### src/crs_pkg.sv
// Shared types, constants and saturation helper for the solver
package crs_pkg;

  localparam int DATA_W = 32;
  localparam int CFG_W  = 31;
  localparam int ITER_W = 16;
  localparam int NUM_W  = 64;
  localparam int DEN_W  = 35;

  localparam logic [2:0] CFG_SIZE  = 3'd0;
  localparam logic [2:0] CFG_ALPHA = 3'd1;
  localparam logic [2:0] CFG_BETA  = 3'd2;
  localparam logic [2:0] CFG_TOL   = 3'd3;
  localparam logic [2:0] CFG_LIMIT = 3'd4;

  typedef struct packed {
    logic                    go;
    logic signed [NUM_W-1:0] num;
    logic signed [DEN_W-1:0] den;
  } div_req_t;

  typedef struct packed {
    logic                     done;
    logic signed [DATA_W-1:0] quo;
  } div_rsp_t;

  function automatic logic signed [31:0] sat32(input logic signed [65:0] v);
    logic signed [31:0] r;
    if (v > 66'sd2147483647) r = 32'sh7FFFFFFF;
    else if (v < -66'sd2147483648) r = 32'sh80000000;
    else r = v[31:0];
    return r;
  endfunction

endpackage

### src/crs_div.sv
// Radix-2 restoring signed divider, truncating, saturated to 32 bits
module crs_div (
  input  logic              clk,
  input  logic              rst_n,
  input  crs_pkg::div_req_t req,
  output crs_pkg::div_rsp_t rsp
);

  localparam int CW = $clog2(crs_pkg::NUM_W);

  logic [crs_pkg::NUM_W-1:0] q_r;
  logic [crs_pkg::DEN_W-1:0] rem_r;
  logic [crs_pkg::DEN_W-1:0] dm_r;
  logic                      neg_r;
  logic                      run_r;
  logic                      done_r;
  logic [CW-1:0]             cnt_r;
  logic [crs_pkg::DEN_W:0]   shifted;
  logic [crs_pkg::DEN_W:0]   trial;

  assign shifted = {rem_r, q_r[crs_pkg::NUM_W-1]};
  assign trial   = shifted - {1'b0, dm_r};

  always_ff @(posedge clk) begin
    if (!rst_n) begin
      run_r  <= 1'b0;
      done_r <= 1'b0;
      cnt_r  <= '0;
    end else begin
      done_r <= !req.go && run_r && (cnt_r == CW'(crs_pkg::NUM_W - 1));
      if (req.go) begin
        q_r   <= req.num[crs_pkg::NUM_W-1] ? crs_pkg::NUM_W'(-req.num)
                                           : crs_pkg::NUM_W'(req.num);
        dm_r  <= req.den[crs_pkg::DEN_W-1] ? crs_pkg::DEN_W'(-req.den)
                                           : crs_pkg::DEN_W'(req.den);
        neg_r <= req.num[crs_pkg::NUM_W-1] ^ req.den[crs_pkg::DEN_W-1];
        rem_r <= '0;
        cnt_r <= '0;
        run_r <= 1'b1;
      end else if (run_r) begin
        if (!trial[crs_pkg::DEN_W]) begin
          rem_r <= trial[crs_pkg::DEN_W-1:0];
          q_r   <= {q_r[crs_pkg::NUM_W-2:0], 1'b1};
        end else begin
          rem_r <= shifted[crs_pkg::DEN_W-1:0];
          q_r   <= {q_r[crs_pkg::NUM_W-2:0], 1'b0};
        end
        cnt_r <= cnt_r + 1'b1;
        if (cnt_r == CW'(crs_pkg::NUM_W - 1)) begin
          run_r <= 1'b0;
        end
      end
    end
  end

  always_comb begin
    rsp.done = done_r;
    if (!neg_r) begin
      if (q_r > crs_pkg::NUM_W'(32'h7FFFFFFF)) rsp.quo = 32'sh7FFFFFFF;
      else rsp.quo = q_r[31:0];
    end else begin
      if (q_r >= crs_pkg::NUM_W'(33'h080000000)) rsp.quo = 32'sh80000000;
      else rsp.quo = 32'(-q_r[31:0]);
    end
  end

endmodule

### config.mk
export PLATFORM = sky130hd
export DESIGN_NAME = crs_div
export DESIGN_NICKNAME = d
export VERILOG_FILES = /design/src/crs_pkg.sv /design/src/crs_div.sv
export SDC_FILE = /design/constraint.sdc
export NUM_CORES = 1
export LEC_CHECK = 0
export BUFFER_PORTS_ARGS = -buffer_cell sky130_fd_sc_hd__buf_4
export CORE_ASPECT_RATIO = 2
export CORE_MARGIN = 5
export CORE_UTILIZATION = 49
export DETAILED_ROUTE_END_ITERATION = 8
export PLACE_DENSITY = 0.73
export SLEW_MARGIN = 20
export SYNTH_ARGS = -nofsm -noshare
export SYNTH_HDL_FRONTEND = slang
export SYNTH_SLANG_ARGS = --single-unit
### constraint.sdc
create_clock -name clk -period 4.1 [get_ports clk]
set_clock_uncertainty 0.15 [all_clocks]
set_input_delay 0.41 -clock clk [delete_from_list [all_inputs] [get_ports clk]]
set_output_delay 0.41 -clock clk [all_outputs]
set_load 0.05 [all_outputs]
**Yosys cells after proc, flatten, opt, wreduce, memory -nomap -nowiden**

Cells that the tools add are included.

- Output and inout port bits: 33
- Bits in registers: 143
- Word-level logic and storage cells: 38

- Multiplexer cells: 13
- Bitwise operators: 2
- Reductions and logical operators: 7
- Equality and inequality tests: 1
- Add/sub/neg operators: 5
- Order comparisons: 2

Operator list:

| kind | number |
|---|---|
| $mux W64 | 3 |
| $mux W32 | 3 |
| $mux W35 | 2 |
| $ge A64 B32 Y1 const B | 1 |
| $gt A64 B31 Y1 const B | 1 |
| $neg A64 Y64 | 1 |
| $sub A36 B35 Y36 | 1 |
| $neg A35 Y35 | 1 |
| $mux W34 | 1 |
| $neg A32 Y32 | 1 |
| $add A6 B1 Y6 const B | 1 |
| $eq A6 B6 Y1 const B | 1 |
| $mux W1 | 4 |
| $reduce_and A2 Y1 | 2 |
| $logic_and A1 B1 Y1 | 2 |
| $reduce_bool A2 Y1 | 1 |
| $reduce_or A2 Y1 | 1 |
| $logic_not A1 Y1 | 1 |
| $not A1 Y1 | 1 |
| $xor A1 B1 Y1 | 1 |

**Depth between registers and ports, before layout**

- Word-level depth: 4
- Depth in mapped cells: 12
- Mapped depth without buffers: 12

**Worst setup path after synthesis**

Ideal clock, no wire load.

- Path kind: register to output
- Start: register q_r[59] in the netlist's numbering
- End: output rsp[11] in the netlist's numbering
- Data required time: 3540 ps
- Stages on the path, launching flop included: 9
- Path slack: -39 ps
- Buffers on the path: 2
- Arrival time: 3579 ps
- Path through: edfxtp_1 -> nor4_1 -> nand4_1 -> or3_1 -> clkbuf_1 -> inv_1 -> nand2_1 -> clkbuf_1 -> o311ai_0

RTL lines:

| what | RTL line | source |
|---|---|---|
| start, declared | crs_div.sv:11 | `logic [crs_pkg::NUM_W-1:0] q_r;` |
| start signal, assigned | crs_div.sv:32 | `q_r <= req.num[crs_pkg::NUM_W-1] ? crs_pkg::NUM_W'(-req.num)` |
| start signal, assigned | crs_div.sv:43 | `q_r <= {q_r[crs_pkg::NUM_W-2:0], 1'b1};` |
| start signal, assigned | crs_div.sv:46 | `q_r <= {q_r[crs_pkg::NUM_W-2:0], 1'b0};` |
| end, declared | crs_div.sv:6 | `output crs_pkg::div_rsp_t rsp` |

==> key figures <==
Yosys
  • Sequential area share after synthesis: approximately two fifths
  • Post-synth ARST share: 0%
  • Yosys cell types: 74
  • Ys flop type: edfxtp_1
  • Flops & latches, synth: about 140
  • Mapped Cells: between 1000 and 1500
  • Cell Area, Synth: around 11000 um^2
  • Top post-synthesis cells by area: edfxtp_1, xor2_1, a21oi_1, ha_1, xnor2_1
  • Yosys warning total: 0
  • Synth top area share: between 30% and 40%
  • Leading area contributor after synthesis: edfxtp_1
  • Syn_area_per_cell: 8.84 um^2
  • Synth Net Count: between 1000 and 1500
  • Post-synth EDFFs: roughly 140

Clock network
  • Post-CTS Setup Repair Bufs: 0
  • Clk root buf: clkbuf_16
  • Max Root-Sink Buffers: 2
  • CTS sink count: ~140
  • H-tree depth: 4
  • Worst-Skew Late Latency: roughly 0.44 ns
  • CTS buffer count: 17
  • Clock-pin transition on the worst setup and hold timing paths: ~0.060 ns
  • CTS tree: yes
  • Hold buffers post-CTS: 0

Routing
  • Routed via count: about 10000
  • DR iter-0 viols: between 800 and 900
  • Residual DRC: 0
  • Average wire per standard cell: between 20 and 25 um
  • Via density per instance: 6.31
  • Post-Route WL: 33.4 mm
  • DRT Pass-1 Iters: 7
  • Routed Antenna Nets: 0

Hold path
  • Worst hold path type: in2reg
  • WHS Path Cells: 1
  • Worst Min Path Start: req[0]
  • Hold Path End: dm_r[0]

Timing
  • Max-slew violations: 0
  • Highest clock rate: ~260 MHz
  • Final critical-path required period: around 3.9 ns
  • Count of final setup violators: 0
  • Hold Worst Slack: ~0.030 ns
  • Setup TNS Final: 0 ns
  • Unrepaired setup endpoints after global routing: no
  • Worst-Margin Slew: approximately 0.76 ns
  • Max_slew headroom: 49.1%
  • Hold Fails Final Rpt: 0
  • Final period utilization: a little over nine tenths
  • Final critical-path setup slack: a little under 0.2 ns

Die
  • Initial Utilization: 50.0%
  • Die Wd: ~120 um
  • # IOs: 135
  • Die Height: roughly 220 um
  • Area of the core: approximately 22000 um^2
  • Row cnt: 77
  • Die area: 25900 um^2

Layout
  • Synth-to-Final Area Change: 17.1%
  • Ant. Diodes: 0
  • Commonest non-fill, non-tap cells in the layout: buf_4, edfxtp_1, a21oi_1, nor2_1, nand2_1
  • Area of the multi-input gates: approximately 6400 um^2
  • Layout cell share with drive strength beyond 1: about 17%
  • Most common cell after layout, fill and taps aside: buf_4
  • Nets: 1500
  • Fill count: between 2000 and 2500
  • Reg area: between 4000 and 5000 um^2
  • Final core utilization: about 59%

Setup path
  • Register-to-register setup slack: around 0.45 ns
  • CP cell instances: nor4_1, nand4_1, or3_1, inv_1, nand2_1, o311ai_0, buf_4
  • CP peak stage delay: about 0.70 ns
  • CP required: about 3.5 ns
  • Delay-heaviest family, CP: simple AND/OR/NAND/NOR gates
  • Kind of critical path: reg2out
  • Crit-path slowest cell: o311ai_0
  • Worst setup SP type: flop
  • Critical Path End Type: output port
  • FF-to-FF End: rem_r[34]
  • Origin of the critical flop-to-flop path: q_r[63]
  • Length in cells of the worst reg-to-reg path: 14
  • Launch point of the critical path: q_r[53]
  • Worst EP arrival: about 3.4 ns
  • WP buf/inv: 2
  • Critical path peak fanout: 17

Pwr
  • Leak: 4.87 nW
  • Net Sw Power: 1.66 mW
  • Peak supply drop: around 0.36 mV
  • Power per cell area: 379 nW/um^2
  • Sequential share of power: 38.1%
  • Final total power: roughly 4.9 mW
  • Internal power: 3.26 mW
  • Net Sw Frac: between 30% and 40%
  • Comb pwr share: 30.8%
  • Clock network power share: a little under a third

Global routing
  • First-pass GRT wire length: around 52 mm
  • Vias in the first global route: roughly 10000
  • Grt ovf: 0
  • Number of antenna violations at the first check in global routing: 0
  • GRT Util Overall: between 20% and 30%
  • Largest net degree at the start of global routing: 72

Outcome
  • Outcome: finished, final reports clean

Run
  • Max Cap Violations: 0

Placed design
  • Post-place setup slack: approximately 0.38 ns
  • Port bufs: ~130
  • DPL Wire Length: roughly 25 mm
  • RD Place Congestion: 0.924
[layout make-up]
type / instances / area share (%)
Multi-Input combinational cell: 976 / 49.4
Clock inverter: 14 / 1.12
Tap cell: 276 / 2.66
Inverter: 62 / 1.79
Timing Repair Buffer: 158 / 9.24
Sequential cell: 143 / 32.5
Clock buffer: 18 / 3.31
[how the worst max path moves through the flow]
stage                     depth (start not counted)         to  slack [ns]
after global placement                           14  rem_r[34]        0.43
final                                             7    rsp[20]        0.19
after detailed placement                         11    rsp[30]        0.38
after global routing                             11    rsp[30]       0.001
after floorplan                                   8    rsp[11]       -0.04
after CTS                                        11    rsp[30]        0.01
[kinds of logic after synthesis]
| kind of cell | after synthesis | share of synthesized area [%] |
|---|---|---|
| compound gates | 365 | 21.4 |
| mux | 15 | 1.46 |
| buf+inv | 133 | 4.57 |
| xor+xnor | 120 | 9.49 |
| fa+ha+maj | 40 | 4.59 |
| flops | 143 | 38.1 |
| simple gates | 436 | 20.5 |
[metrics by stage]
stage / cells / cell area [um^2]
global route: 1647 / 13000
detailed placement: 1615 / 12400
global placement: 1615 / 12400
floorplan: 1252 / 11100
finish: 1647 / 13000
CTS: 1647 / 12900
[sequential cells by signal, indices dropped and copies added (netlist names)]
signal  flops
rem_r      35
q_r        64
dm_r       35
run_r       1
neg_r       1
done_r      1
cnt_r       6
[Yosys cell counts (5+ instances only)]
library cell and instances:
or3_1 19, and2_1 7, o21a_1 15, xor2_1 72, dfxtp_1 8, mux2_2 9
nand3_1 17, nor2b_1 16, and3_1 6, o211ai_1 5, nor3_1 38, buf_1 5
and4_1 5, a21oi_1 118, nand2_1 103, a31o_2 5, clkbuf_1 63, o21ai_0 79
a21o_1 15, ha_1 39, nor2_1 103, nand2b_1 8, inv_1 61, o31ai_1 41
xnor2_1 48, edfxtp_1 135, or4_1 12, o41ai_1 22, nor4_1 35, or2_2 6
mux2i_1 6, a211oi_1 7, o311ai_0 19, nand4_1 36, a221o_1 8
[worst reg2reg max path, stage by stage (launching register included)]
cell       delay, ns
edfxtp_1        0.40
inv_1           0.12
ha_1            0.19
inv_1           0.06
fa_1            0.43
a211oi_2        0.30
o211ai_1        0.18
a211oi_1        0.25
buf_4           0.18
o2111ai_1       0.18
a21oi_1         0.19
buf_4           0.16
o21ai_0         0.16
o21a_1          0.21
o41ai_1         0.29
[power groups by stage]
stage	clock network, mW	registers, mW	logic [mW]
floorplan	0	1.86	1.05
global placement	0	1.90	1.48
detailed placement	0	1.90	1.50
CTS	1.55	1.87	1.50
global route	1.60	1.89	1.65
finish	1.53	1.88	1.51
[repair_timing]
item | in CTS | in global routing
setup endpoints to repair | 1 | 5
pin swaps | 0 | 1
resized for setup | 1 | 7
[per-layer routing]
metal / track usage [%] / up-vias / share of wire [%]
li1: - / 4933 / -
met1: 25.4 / 4985 / 34
met2: 48.6 / 359 / 56
met3: 4.17 / 113 / 4.4
met4: 15.5 / 0 / 5.8
met5: 0 / - / 0
Power figures use the tool's default switching activity.
