## src/crs_ram.sv

```systemverilog
// Generic single-write, single-read RAM with registered read data
module crs_ram #(
  parameter int W     = 32,
  parameter int DEPTH = 16
) (
  input  logic                                  clk,
  input  logic                                  we,
  input  logic [(DEPTH > 1 ? $clog2(DEPTH) : 1)-1:0] waddr,
  input  logic [W-1:0]                          wdata,
  input  logic [(DEPTH > 1 ? $clog2(DEPTH) : 1)-1:0] raddr,
  output logic [W-1:0]                          rdata
);

  logic [W-1:0] mem [DEPTH];

  always_ff @(posedge clk) begin
    if (we) begin
      mem[waddr] <= wdata;
    end
    rdata <= mem[raddr];
  end

endmodule

```

## config.mk

```make
export PLATFORM = sky130hd
export DESIGN_NAME = crs_ram
export DESIGN_NICKNAME = d
export VERILOG_FILES = /design/src/crs_ram.sv
export SDC_FILE = /design/constraint.sdc
export NUM_CORES = 1
export LEC_CHECK = 0
export BUFFER_PORTS_ARGS = -buffer_cell sky130_fd_sc_hd__buf_2
export CELL_PAD_IN_SITES_DETAIL_PLACEMENT = 0
export CELL_PAD_IN_SITES_GLOBAL_PLACEMENT = 1
export CORE_MARGIN = 3
export CORE_UTILIZATION = 30
export DETAILED_ROUTE_END_ITERATION = 10
export PLACE_DENSITY_LB_ADDON = 0.1
export SLEW_MARGIN = 20
export SYNTH_ARGS = -nofsm -noshare
export SYNTH_HDL_FRONTEND = slang
export SYNTH_SLANG_ARGS = --single-unit
export TNS_END_PERCENT = 1
```

## constraint.sdc

```tcl
create_clock -name clk -period 6.1 [get_ports clk]
set_input_delay 1.22 -clock clk [delete_from_list [all_inputs] [get_ports clk]]
set_output_delay 1.22 -clock clk [all_outputs]
set_load 0.02 [all_outputs]
```

# Word-level counts from Yosys, hierarchy flattened
# Memory sizes are Yosys's and may differ from the RTL's. A register that Yosys moved wholly into a read port is not among the register bits.
# Index checks and enable logic that the tools add are counted.
# totals
ram_bits	512
in_bits	42
register_bits	0
memories	1
elab_cells	3
# mem_list
name	words	width	rd	rd_ports_with_merged_regs	write_ports	line	source
mem	16	32	1	1	1	14	logic [W-1:0] mem [DEPTH];
# classes
muxes	2
# ops
cell	n
$mux W1	2

# Longest topological paths before layout
# Gate-level depths: netlist of run 1.
# depth
ltp_word	2
depth_mapped	5

# Least setup slack after synthesis of run 1
# Ideal clock, no wire load.
# synth_path
path_type	input -> register
from	in waddr[2] in the netlist's numbering
to	mem mem[0][0] (enable)
path_buffers	0
stages	2
setup_ps	461
arrival_time_ps	3938
path_slack_ps	1700
t_required_ps	5639
path_cell_list	or3b_2 nor3_1
# synth_rtl
element	line	source
start, declared	8	input logic [(DEPTH > 1 ? $clog2(DEPTH) : 1)-1:0] waddr,
end, declared	14	
# Straight into the memory's write port.

==> results of run 1 <==
[through the flow]
stage / util, % / hold WS (ps)
final: 35.94 / 667.8
after global routing: 35.93 / 687.9
after CTS: 35.93 / 667.0
after detailed placement: 33.02 / 656.6
after global placement: 32.98 / 657.6
after floorplan: - / 634.9
[area by class of cell]
cell class	instances	share of cell area [%]
flip-flops and latches	544	68.63
multi-input cells	251	16.07
clock buffers	88	7.185
well taps	855	4.584
repair buffers	100	2.590
clock inverters	24	0.9222
diodes	2	0.02145
[critical path, delay by kind of cell]
kind	cells	cell delay [ps]
simple gates	1	80
mux	1	550
compound gates	1	210
buf+inv	2	1160
[kinds of logic after synthesis]
| kind of cell | after synthesis | share of synthesized area (%) |
|---|---|---|
| AO/OA/AOI/OAI | 64 | 2.420 |
| buffers and inverters | 43 | 1.122 |
| flip-flops | 544 | 80.67 |
| multiplexers | 128 | 14.52 |
| AND/OR/NAND/NOR | 59 | 1.273 |
[layer usage]
layer | global-route usage, % | vias up
li1 | - | 3817
met1 | 21.33 | 4927
met2 | 21.92 | 179
met3 | 2.617 | 63
met4 | 3.830 | 2
met5 | 0 | -
[state kept, by name, indices dropped and copies added, names as in the netlist]
| register | cells |
|---|---|
| mem | 512 |
| rdata | 32 |
[power groups by stage]
stage | Clock [mW] | Sequential, mW | Combinational, mW
2_1_floorplan | 0 | 4.31 | 0.201
3_3_place_gp | 0 | 4.29 | 0.410
3_5_place_dp | 0 | 4.29 | 0.411
4_1_cts | 3.57 | 4.21 | 0.411
5_1_grt | 3.74 | 4.21 | 0.435
6_report | 3.47 | 4.21 | 0.398
[path summary, 6_finish.rpt]
| check | depth (start not counted) | slack, ps | end |
|---|---|---|---|
| worst max register to register | 3 | 4790 | rdata[16]$_DFF_P_ |
| worst min register to register | 3 | 670 | rdata[23]$_DFF_P_ |
| worst min-delay path | 3 | 670 | rdata[23]$_DFF_P_ |
| worst max-delay path | 5 | 3290 | rdata[24]$_DFF_P_ |
[layout by cell type (no fill, tap or decap), types with 2 or more instances in the layout]
master,count
a22oi_1,64
buf_4,26
clkinvlp_4,2
clkbuf_1,21
nand3b_1,2
edfxtp_1,512
nor2b_4,2
buf_2,71
nor3_2,4
nand2_1,33
nor2_4,13
clkinv_1,3
clkbuf_8,7
nand2b_1,2
bufinv_16,3
mux4_2,128
clkbuf_16,60
dfxtp_1,32
clkinv_2,13
diode_2,2
==> flow_metrics.env, run 1 <==
export IMPL_drive_above_1_share_pct=33.47
export IMPL_fin_ws_ps=3293
export IMPL_ctsHoldBuffers=0
export IMPL_min_period_ps=2807
export IMPL_synth_distinct_cells=18
export IMPL_r2r_start="mem[1][16]$_DFFE_PP_"
export IMPL_port_buffers=73
export IMPL_stdcell_count=1864
export IMPL_place_ws_ps=2564
export IMPL_grt_overflow_total=0
export IMPL_drv_slew=0
export IMPL_wire_per_inst_um=26.78
export IMPL_die_y_um=263.3
export IMPL_power_share_switching_pct=21.37
export IMPL_cts_made_buffers=59
export IMPL_crit_type="input pin to flip-flop"
export IMPL_min_path_type="flip-flop to flip-flop"
export IMPL_cts_tree="done"
export IMPL_cts_sink_count=544
export IMPL_dr_wl_met3_um=1987
export IMPL_dp_hpwl_um=24420
export IMPL_slowest_delay_ps=670
export IMPL_fillers=6000
export IMPL_worst_ep_required_time_ps=6620
export IMPL_routed_wl_um=49910
export IMPL_status="finished clean"
export IMPL_wl_met1_um=24280
export IMPL_syn_area_um2=19850
export IMPL_clk_latency_ps=630
export IMPL_yosys_area_top_type_share_pct=77.44
export IMPL_rsz0062_at_grt="false"
export IMPL_start_util_pct=30.58
export IMPL_syn_area_per_cell_um2=23.69
export IMPL_dr_first_iter_drc_count=675
export IMPL_highest_layer="met5"
export IMPL_rows=93
export IMPL_path_max_fanout=74
export IMPL_setup_viol=0
export IMPL_p_leak_nw=7.402
export IMPL_grt_pass1_wl_um=71650
export IMPL_ir_drop_mv=0.1955
export IMPL_hold_violations=0
export IMPL_synth_most_common_cell="edfxtp_1"
export IMPL_synth_edf_count=512
export IMPL_p_int_mw=6.352
export IMPL_synth_top_cell_by_area="edfxtp_1"
export IMPL_p_seq_share_pct=52.1
export IMPL_power_total_mw=8.079
export IMPL_power_frac_clock_pct=43.0
export IMPL_grt_pass1_vias=9651
export IMPL_synth_area_leaders="edfxtp_1, mux4_2, dfxtp_1"
export IMPL_drc=0
export IMPL_post_cts_resized=0
export IMPL_min_from="mem[15][23]$_DFFE_PP_"
export IMPL_dp_cells=1750
export IMPL_crit_arrival_ps=3320
export IMPL_synthTopCellsByCount="edfxtp_1, mux4_2, a22oi_1, nand2_1, dfxtp_1"
export IMPL_clockBufferDepth=3
export IMPL_fin_skew_ps=23.08
export IMPL_async_flop_share_pct=0
export IMPL_tightest_slew_ps=1060
export IMPL_path_cells="buf_8 -> buf_4 -> mux4_2 -> a22oi_1 -> nand2_1"
export IMPL_syn_num_nets=880
export IMPL_gp_congestion=0.6615
export IMPL_ant_nets=0
export IMPL_syn_to_final_growth_pct=17.54
export IMPL_maxCapViolCount=0
export IMPL_grt_start_max_net_pins=85
export IMPL_start_kind="input pin"
export IMPL_nets=998
export IMPL_antenna_found_initial=3
export IMPL_synth_cells=838
export IMPL_dieArea_um2=69300
export IMPL_fin_crit_sh_pct=46.02
export IMPL_critPathSlowestCell="buf_8"
export IMPL_io_pin_count=74
export IMPL_clockRootBuffer="clkbuf_16"
export IMPL_met2_length_um=22700
export IMPL_core_area_um2=64930
export IMPL_post_route_cell_area_um2=23340
export IMPL_crit_start="raddr[0]"
export IMPL_p_per_area_nw_per_um2=346.2
export IMPL_yosys_register_bits=544
export IMPL_finalSetupTns_ps=0
export IMPL_post_dp_cell_area_um2=21440
export IMPL_critPathCaptureType="flip-flop"
export IMPL_switching_power_mw=1.727
export IMPL_dr_pass1_iters=5
export IMPL_slew_limit_headroom_pct=29.30
export IMPL_p_comb_share_pct=4.9
export IMPL_chipWidth_um=263.3
export IMPL_fmax_mhz=356.2
export IMPL_ys_warn_count=0
export IMPL_post_cts_buffers=0
export IMPL_vias=8988
export IMPL_h_tree_depth=2
export IMPL_yosys_most_used_dff="edfxtp_1"
export IMPL_seq_area_um2=16020
export IMPL_clk_pin_slew_worst_paths_ps=60
export IMPL_grtUsageTotal_pct=14.40
export IMPL_multiInputGateArea_um2=3750
export IMPL_synth_seq_area_share_pct=80.67
export IMPL_viasPerCell=4.822
No activity file was read; power rests on OpenSTA's default activity.
==> inputs of run 2 (changes only) <==
==> constraint.sdc (replaced) <==
create_clock -name clk -period 2.75 [get_ports clk]
set_input_delay 0.55 -clock clk [delete_from_list [all_inputs] [get_ports clk]]
set_output_delay 0.55 -clock clk [all_outputs]
set_load 0.02 [all_outputs]
==> run 2 against run 1 <==
Clock power is 120% higher. Clock-buffer cell count down 7. Non-clock buffer count grew 10. Largest power group unchanged. Largest cell class unchanged. Setup slack got worse by 2300 ps. Final cell count rose by 0.16%.
==> flow_metrics.env, run 2 (synthesis gave the netlist of run 1 again) <==
export IMPL_status="finished clean"
export IMPL_critPathSlowestCell="dfxtp_1"
export IMPL_drc=0
export IMPL_slowest_delay_ps=430
export IMPL_path_buf_inv=1
export IMPL_h_tree_depth=2
export IMPL_ant_nets=0
export IMPL_rsz0062_at_grt="false"
export IMPL_clk_latency_ps=600
export IMPL_rows=93
export IMPL_vias=8931
export IMPL_antenna_found_initial=3
export IMPL_ctsHoldBuffers=0
export IMPL_clockBufferDepth=3
export IMPL_grtUsageTotal_pct=13.91
export IMPL_min_period_ps=1794
export IMPL_post_route_cell_area_um2=23720
export IMPL_syn_to_final_growth_pct=19.49
export IMPL_core_area_um2=64930
export IMPL_dr_wl_met3_um=1752
export IMPL_final_common_cell="edfxtp_1"
export IMPL_crit_family="flip-flops"
export IMPL_dp_cells=1760
export IMPL_slew_limit_headroom_pct=66.93
export IMPL_p_per_area_nw_per_um2=757.8
export IMPL_crit_type="flip-flop to output pin"
export IMPL_met2_length_um=22230
export IMPL_layout_common_cells="edfxtp_1, mux4_2, buf_2"
export IMPL_chipWidth_um=263.3
export IMPL_cts_tree="done"
export IMPL_path_max_fanout=1
export IMPL_fin_skew_ps=8.088
export IMPL_stdcell_count=1867
export IMPL_fin_crit_sh_pct=65.23
export IMPL_cts_sink_count=544
export IMPL_clockRootBuffer="clkbuf_16"
export IMPL_io_pin_count=74
export IMPL_fmax_mhz=557.5
export IMPL_grt_overflow_total=0
export IMPL_wire_per_inst_um=25.74
export IMPL_post_cts_buffers=0
export IMPL_p_leak_nw=7.533
export IMPL_highest_layer="met5"
export IMPL_port_buffers=73
export IMPL_die_y_um=263.3
export IMPL_ir_drop_mv=0.4648
export IMPL_worst_ep_required_time_ps=2200
export IMPL_gp_congestion=0.6395
export IMPL_min_path_type="input pin to flip-flop"
export IMPL_largest_reg_flops=512
export IMPL_start_kind="flip-flop"
export IMPL_start_util_pct=30.58
export IMPL_whs_ps=324.7
export IMPL_clk_pin_slew_worst_paths_ps=60
export IMPL_routed_wl_um=48050
export IMPL_dp_hpwl_um=23560
export IMPL_biggestRegsByFlops="mem x512, rdata x32"
export IMPL_drive_above_1_share_pct=34.03
export IMPL_grt_start_max_net_pins=33
export IMPL_nets=1006
export IMPL_dr_first_iter_drc_count=667
export IMPL_critPathCaptureType="output pin"
export IMPL_grt_pass1_vias=9654
export IMPL_cts_made_buffers=57
export IMPL_viasPerCell=4.784
export IMPL_setup_viol=0
export IMPL_dr_pass1_iters=5
export IMPL_dieArea_um2=69300
export IMPL_maxCapViolCount=0
export IMPL_tightest_slew_ps=496.0
export IMPL_crit_arrival_ps=1240
export IMPL_top_register="mem"
export IMPL_post_cts_resized=0
export IMPL_path_cells="buf_2"
export IMPL_power_total_mw=17.98
export IMPL_wl_met1_um=23120
export IMPL_hold_violations=0
export IMPL_grt_pass1_wl_um=69980
export IMPL_post_dp_cell_area_um2=21820
export IMPL_drv_slew=0
==> run 2: cell count changes in the layout (fill, tap and decap cells not counted), moves of 5 or more <==
cell | before | now
clkinv_2 | 13 | 8
clkbuf_1 | 21 | 13
clkinv_1 | 3 | 8
buf_4 | 26 | 12
buf_12 | 0 | 25
==> run 2: metrics by stage <==
step           TNS, ps  utilization [%]  setup WS (ps)
2_1_floorplan   -53270                -         -678.6
3_3_place_gp         0            33.61          549.5
3_5_place_dp         0            33.61          557.6
4_1_cts              0            36.53          886.4
5_1_grt              0            36.53          910.6
6_report             0            36.54          956.3
==> run 2: final timing paths <==
check	start	depth (start not counted)	slack (ps)	endpoint
min	wdata[16]	1	320	mem[9][16]$_DFFE_PP_
max	rdata[17]$_DFF_P_	1	960	rdata[17]
max reg2reg	mem[2][1]$_DFFE_PP_	3	1360	rdata[1]$_DFF_P_
min reg2reg	mem[6][20]$_DFFE_PP_	3	670	rdata[20]$_DFF_P_
==> run 2: routing by layer <==
layer | track usage (%) | vias to the layer above
met1 | 20.32 | 4876
met4 | 3.651 | 2
li1 | - | 3834
met3 | 2.505 | 71
met5 | 0 | -
met2 | 21.52 | 148
==> run 2: area by class of cell <==
class / instances / area, µm²
tap: 855 / 1070
fill: 5981 / 41210
timing repair buffer: 110 / 972.2
sequential: 544 / 16020
clock buffer: 81 / 1649
antenna: 1 / 2.502
multi-input combinational: 251 / 3762
clock inverter: 25 / 251.5
==> run 2: where the power goes <==
group | internal (mW) | leakage [nW] | switching, mW
Sequential | 9.27 | 4.89 | 0.0590
Clock | 4.62 | 0.927 | 3.11
Combinational | 0.366 | 1.71 | 0.554
Total | 14.3 | 7.53 | 3.72
